<file path="src/rtl/hcfh_pkg.sv">
// Package with the transaction types and constants of the Huffman code builder.
package hcfh_pkg;

   localparam int unsigned GRAY_WIDTH = 8;
   localparam int unsigned LEN_WIDTH = 7;
   localparam int unsigned CODE_WIDTH = 64;
   localparam int unsigned TOTAL_WIDTH = 24;

   localparam logic KIND_PIXEL = 1'b0;
   localparam logic KIND_QUERY = 1'b1;

   typedef struct packed {
      logic                  kind;
      logic [GRAY_WIDTH-1:0] value;
      logic                  last;
   } req_type;

   typedef struct packed {
      logic                   status;
      logic                   present;
      logic [GRAY_WIDTH-1:0]  gray_level;
      logic [LEN_WIDTH-1:0]   code_length;
      logic [CODE_WIDTH-1:0]  code_bits;
      logic [GRAY_WIDTH-1:0]  symbol_count;
      logic [TOTAL_WIDTH-1:0] pixel_total;
   } rsp_type;

   typedef enum logic [3:0] {
      ST_IDLE,
      ST_INIT,
      ST_SCAN,
      ST_MERGE_RD,
      ST_MERGE_WR,
      ST_CODE_START,
      ST_CODE_WALK,
      ST_CODE_STORE,
      ST_QUERY_RD,
      ST_QUERY_OUT,
      ST_RESULT,
      ST_CLEAR
   } state_type;

endpackage

</file>
<file path="src/rtl/hcfh_queue.sv">
// Two-entry transaction queue between the front part and the engine.
module hcfh_queue (
   input  logic              clock,
   input  logic              reset,
   input  logic              in_valid,
   output logic              in_stall,
   input  hcfh_pkg::req_type in_data,
   output logic              out_valid,
   input  logic              out_take,
   output hcfh_pkg::req_type out_data
);

   hcfh_pkg::req_type slot_ff [2];
   logic [1:0] count_ff;
   logic [1:0] count_in;
   logic       rd_ff;
   logic       wr_ff;
   logic       push;
   logic       pop;

   assign in_stall = (count_ff == 2'd2);
   assign push = in_valid && !in_stall;
   assign out_valid = (count_ff != 2'd0);
   assign pop = out_take && out_valid;
   assign out_data = slot_ff[rd_ff];

   always_comb begin
      count_in = count_ff;
      if (push && !pop) begin
         count_in = count_ff + 2'd1;
      end else if (pop && !push) begin
         count_in = count_ff - 2'd1;
      end
   end

   always_ff @(posedge clock) begin
      if (reset) begin
         count_ff <= 2'd0;
         rd_ff <= 1'b0;
         wr_ff <= 1'b0;
      end else begin
         count_ff <= count_in;
         if (push) begin
            wr_ff <= !wr_ff;
         end
         if (pop) begin
            rd_ff <= !rd_ff;
         end
      end
      if (push) begin
         slot_ff[wr_ff] <= in_data;
      end
   end

endmodule

</file>
<file path="config.mk">
export PLATFORM = sky130hd
export DESIGN_NAME = hcfh_queue
export DESIGN_NICKNAME = d
export VERILOG_FILES = /design/src/rtl/hcfh_pkg.sv /design/src/rtl/hcfh_queue.sv
export SDC_FILE = /design/constraint.sdc
export NUM_CORES = 1
export LEC_CHECK = 0
export ABC_AREA = 1
export BUFFER_PORTS_ARGS = -buffer_cell sky130_fd_sc_hd__buf_4
export CAP_MARGIN = 0
export CORE_UTILIZATION = 42
export DETAILED_ROUTE_END_ITERATION = 10
export PLACE_DENSITY = 0.66
export SLEW_MARGIN = 5
export SYNTH_ARGS = -nofsm -noshare
export SYNTH_HDL_FRONTEND = slang
export SYNTH_SLANG_ARGS = --single-unit
</file>
<file path="constraint.sdc">
create_clock -name clock -period 3.5 [get_ports clock]
set_input_delay 0.7 -clock clock [delete_from_list [all_inputs] [get_ports clock]]
set_output_delay 0.7 -clock clock [all_outputs]
set_load 0.03 [all_outputs]
</file>
==> summary.txt <==
Route
  • Vias: 601
  • Highest metal used: met4
  • Routed met1 length: 650 um
  • WL met2: 739 um
  • Wire per inst: 11.9 um
  • Initial drt markers: 14
  • Routed WL: 1480 um
  • Routed length on met3: 71 um
  • DR pass1 iterations: 4
  • Residual DRC count: 0
  • DR vias/cell: 4.85
  • Routed Antenna Nets: 0

Power and ir drop
  • Comb pwr share: 0.387
  • Seq pwr share: 0.473
  • Lkg Pwr: 0.489 nW
  • Internal Power: 0.556 mW
  • Clock Power Share: 0.139
  • Pwr per Cell Area: 714 nW/um^2
  • Switching share of power: 0.357
  • Max IR drop VDD: 0.539 mV
  • Net load switching power: 0.309 mW

Timing
  • Fin crit period: 2190 ps
  • Setup_tns: 0 ps
  • Endpoints failing hold: 0
  • Count of pins over their slew limit: 0
  • Worst-Margin Slew: 852 ps
  • Hold_ws: 513 ps
  • Setup violations, final: 0
  • Clock Skew: 1.50 ps
  • Fmax: 0.456 GHz
  • RSZ-0062 raised after global routing: no
  • Post-route worst setup slack: 1310 ps
  • Fin crit share: 0.627
  • Slew Limit Headroom: 0.430

Setup path
  • Critical Path Start Type: flip-flop
  • RR Endpoint: slot_ff[0][6]$_DFFE_PP_
  • Top fanout value on the critical path: 10
  • R2R Setup Slk: 1960 ps
  • FF-to-FF path depth: 2
  • Critical Path RT: 2800 ps
  • Worst R2R Start: count_ff[0]$_SDFFE_PP0P_
  • CP Cell Sequence: mux2_2 -> buf_4
  • CP max stage delay: 620 ps
  • Crit path to: out_data[8]
  • CP endpoint kind: primary output
  • Critical path's slowest cell: dfxtp_1
  • WP data arrival: 1490 ps
  • Crit path kind: flip-flop to primary output

Clock tree
  • # hold bufs at CTS: 0
  • Later-pin clock latency in the skew report: 300 ps
  • H-tree depth: 1
  • Clk buf depth: 2
  • Setup Buffers After CTS: 0
  • Num CTS Buffers: 3
  • Sink Count: 25
  • Clock-pin slew of the registers on the worst-case setup and hold paths: 120 ps
  • Post_cts resized: 0
  • Clk root buf: clkbuf_4
  • CTS tree: done

Yosys
  • Post-Syn Area: 970 um^2
  • Avg Inst Size Synth: 14.3 um^2
  • Largest cells by area after synthesis: edfxtp_1 (62%), mux2_2 (12%), dfxtp_1 (10%)
  • Primary FF master, synth: edfxtp_1
  • Top cells by instance count after synthesis: edfxtp_1 (20), mux2_2 (10), nor2_1 (8)
  • Leading area contributor after synthesis: edfxtp_1
  • Mapped Cells: 68
  • Mapped Nets: 83
  • Post-synth ARST share: 0
  • Most common cell in the netlist: edfxtp_1
  • Yosys top cell area share: 0.619
  • Sequential share of the synthesized area: 0.723
  • Number of synthesized flops with an enable pin: 20
  • Synth warnings: 0
  • Count of different cell masters after synthesis: 15
  • Post-synthesis register bit count: 25

Placed design
  • Placed cell area: 1180 um^2
  • DP Worst Slack: 1590 ps
  • DPL Wire Length: 1080 um
  • Final GP Congestion: 0.754
  • PortBufs: 25

Global route
  • GRT Total Usage: 0.137
  • Largest net degree at the start of global routing: 14
  • Grt total ovfl: 0
  • Vias in the first global route: 580
  • First-pass GRT wire length: 2430 um
  • Antenna violations before repair: 0

Die
  • Core area: 2190 um^2
  • Row cnt: 17
  • Initial Util: 0.443
  • Ports: 26
  • Chip height: 50.1 um
  • Die area: 2510 um^2
  • Die X: 50.1 um

Cells and area
  • Fin area: 1210 um^2
  • Fraction of layout cells with a size suffix above 1: 0.458
  • P&R area growth vs syn: 24.9%
  • Final #Nets: 112
  • ANT cells: 0

Status
  • Status: complete, no violations

Flow run
  • Maxcap violations: 0

Hold path
  • Min-Delay Path Class: flip-flop to flip-flop
## layout by cell type, fill, tap and decap left out, types with 3 or more instances in the layout
cell type and n:
buf_4 25, edfxtp_1 20, mux2_2 10, nor2_1 8, inv_1 5, nand2_1 5, dfxtp_1 5, inv_2 3
clkbuf_4 3
## power by group through the flow
stage	Sequential [mW]	Clock [mW]	Combinational, mW
floorplan	0.401	0	0.247
global placement	0.416	0	0.331
detailed placement	0.418	0	0.337
CTS	0.411	0.127	0.338
global route	0.418	0.133	0.361
finish	0.409	0.120	0.335
## registers in the layout (all words and copies together) (netlist names), named ones only
register,count
count_ff,2
rd_ff,1
slot_ff,20
wr_ff,1
## metrics by stage
stage,utilization,power [mW],std cells
detailed placement,0.541,0.754,120
finish,0.553,0.865,124
CTS,0.553,0.876,124
global route,0.553,0.913,124
global placement,0.541,0.748,120
floorplan,-,0.648,68
## metal layers
| metal | vias up | track usage |
|---|---|---|
| li1 | 296 | - |
| met1 | 288 | 0.146 |
| met2 | 15 | 0.238 |
| met3 | 2 | 0.0340 |
| met4 | 0 | 0.0857 |
| met5 | - | 0 |
## layout make-up
type                            count  area (um^2)
Multi-Input combinational cell     34          231
Sequential cell                    25          701
Inverter                            8         30.0
Fill cell                         193          980
Timing Repair Buffer               25          188
Clock buffer                        4         26.3
Tap cell                           28         35.0
## worst max-delay path, delay by kind of cell, from the launching register on
| kind | cells | cell delay [ps] |
|---|---|---|
| buffers and inverters | 1 | 170 |
| DFF | 1 | 620 |
| muxes | 1 | 400 |
## worst min path at each step
stage,startpoint,end,cells past startpoint
finish,rd_ff$_SDFFE_PP0P_,flip-flop,2
global route,rd_ff$_SDFFE_PP0P_,flip-flop,2
CTS,rd_ff$_SDFFE_PP0P_,flip-flop,2
detailed placement,rd_ff$_SDFFE_PP0P_,flip-flop,2
global placement,rd_ff$_SDFFE_PP0P_,rd_ff$_SDFFE_PP0P_,2
floorplan,rd_ff$_SDFFE_PP0P_,flip-flop,2
## cells by family (layout without fill, tap and decap cells)
kind of cell / Yosys count / after routing / synth area share
DFF: 25 / 25 / 0.723
and+or+nand+nor: 18 / 18 / 0.0800
adders and majority gates: 1 / 1 / 0.0129
AOI/OAI and AO/OA: 5 / 5 / 0.0297
buffers and inverters: 9 / 37 / 0.0387
muxes: 10 / 10 / 0.116
No activity file was read; power rests on OpenSTA's default activity.
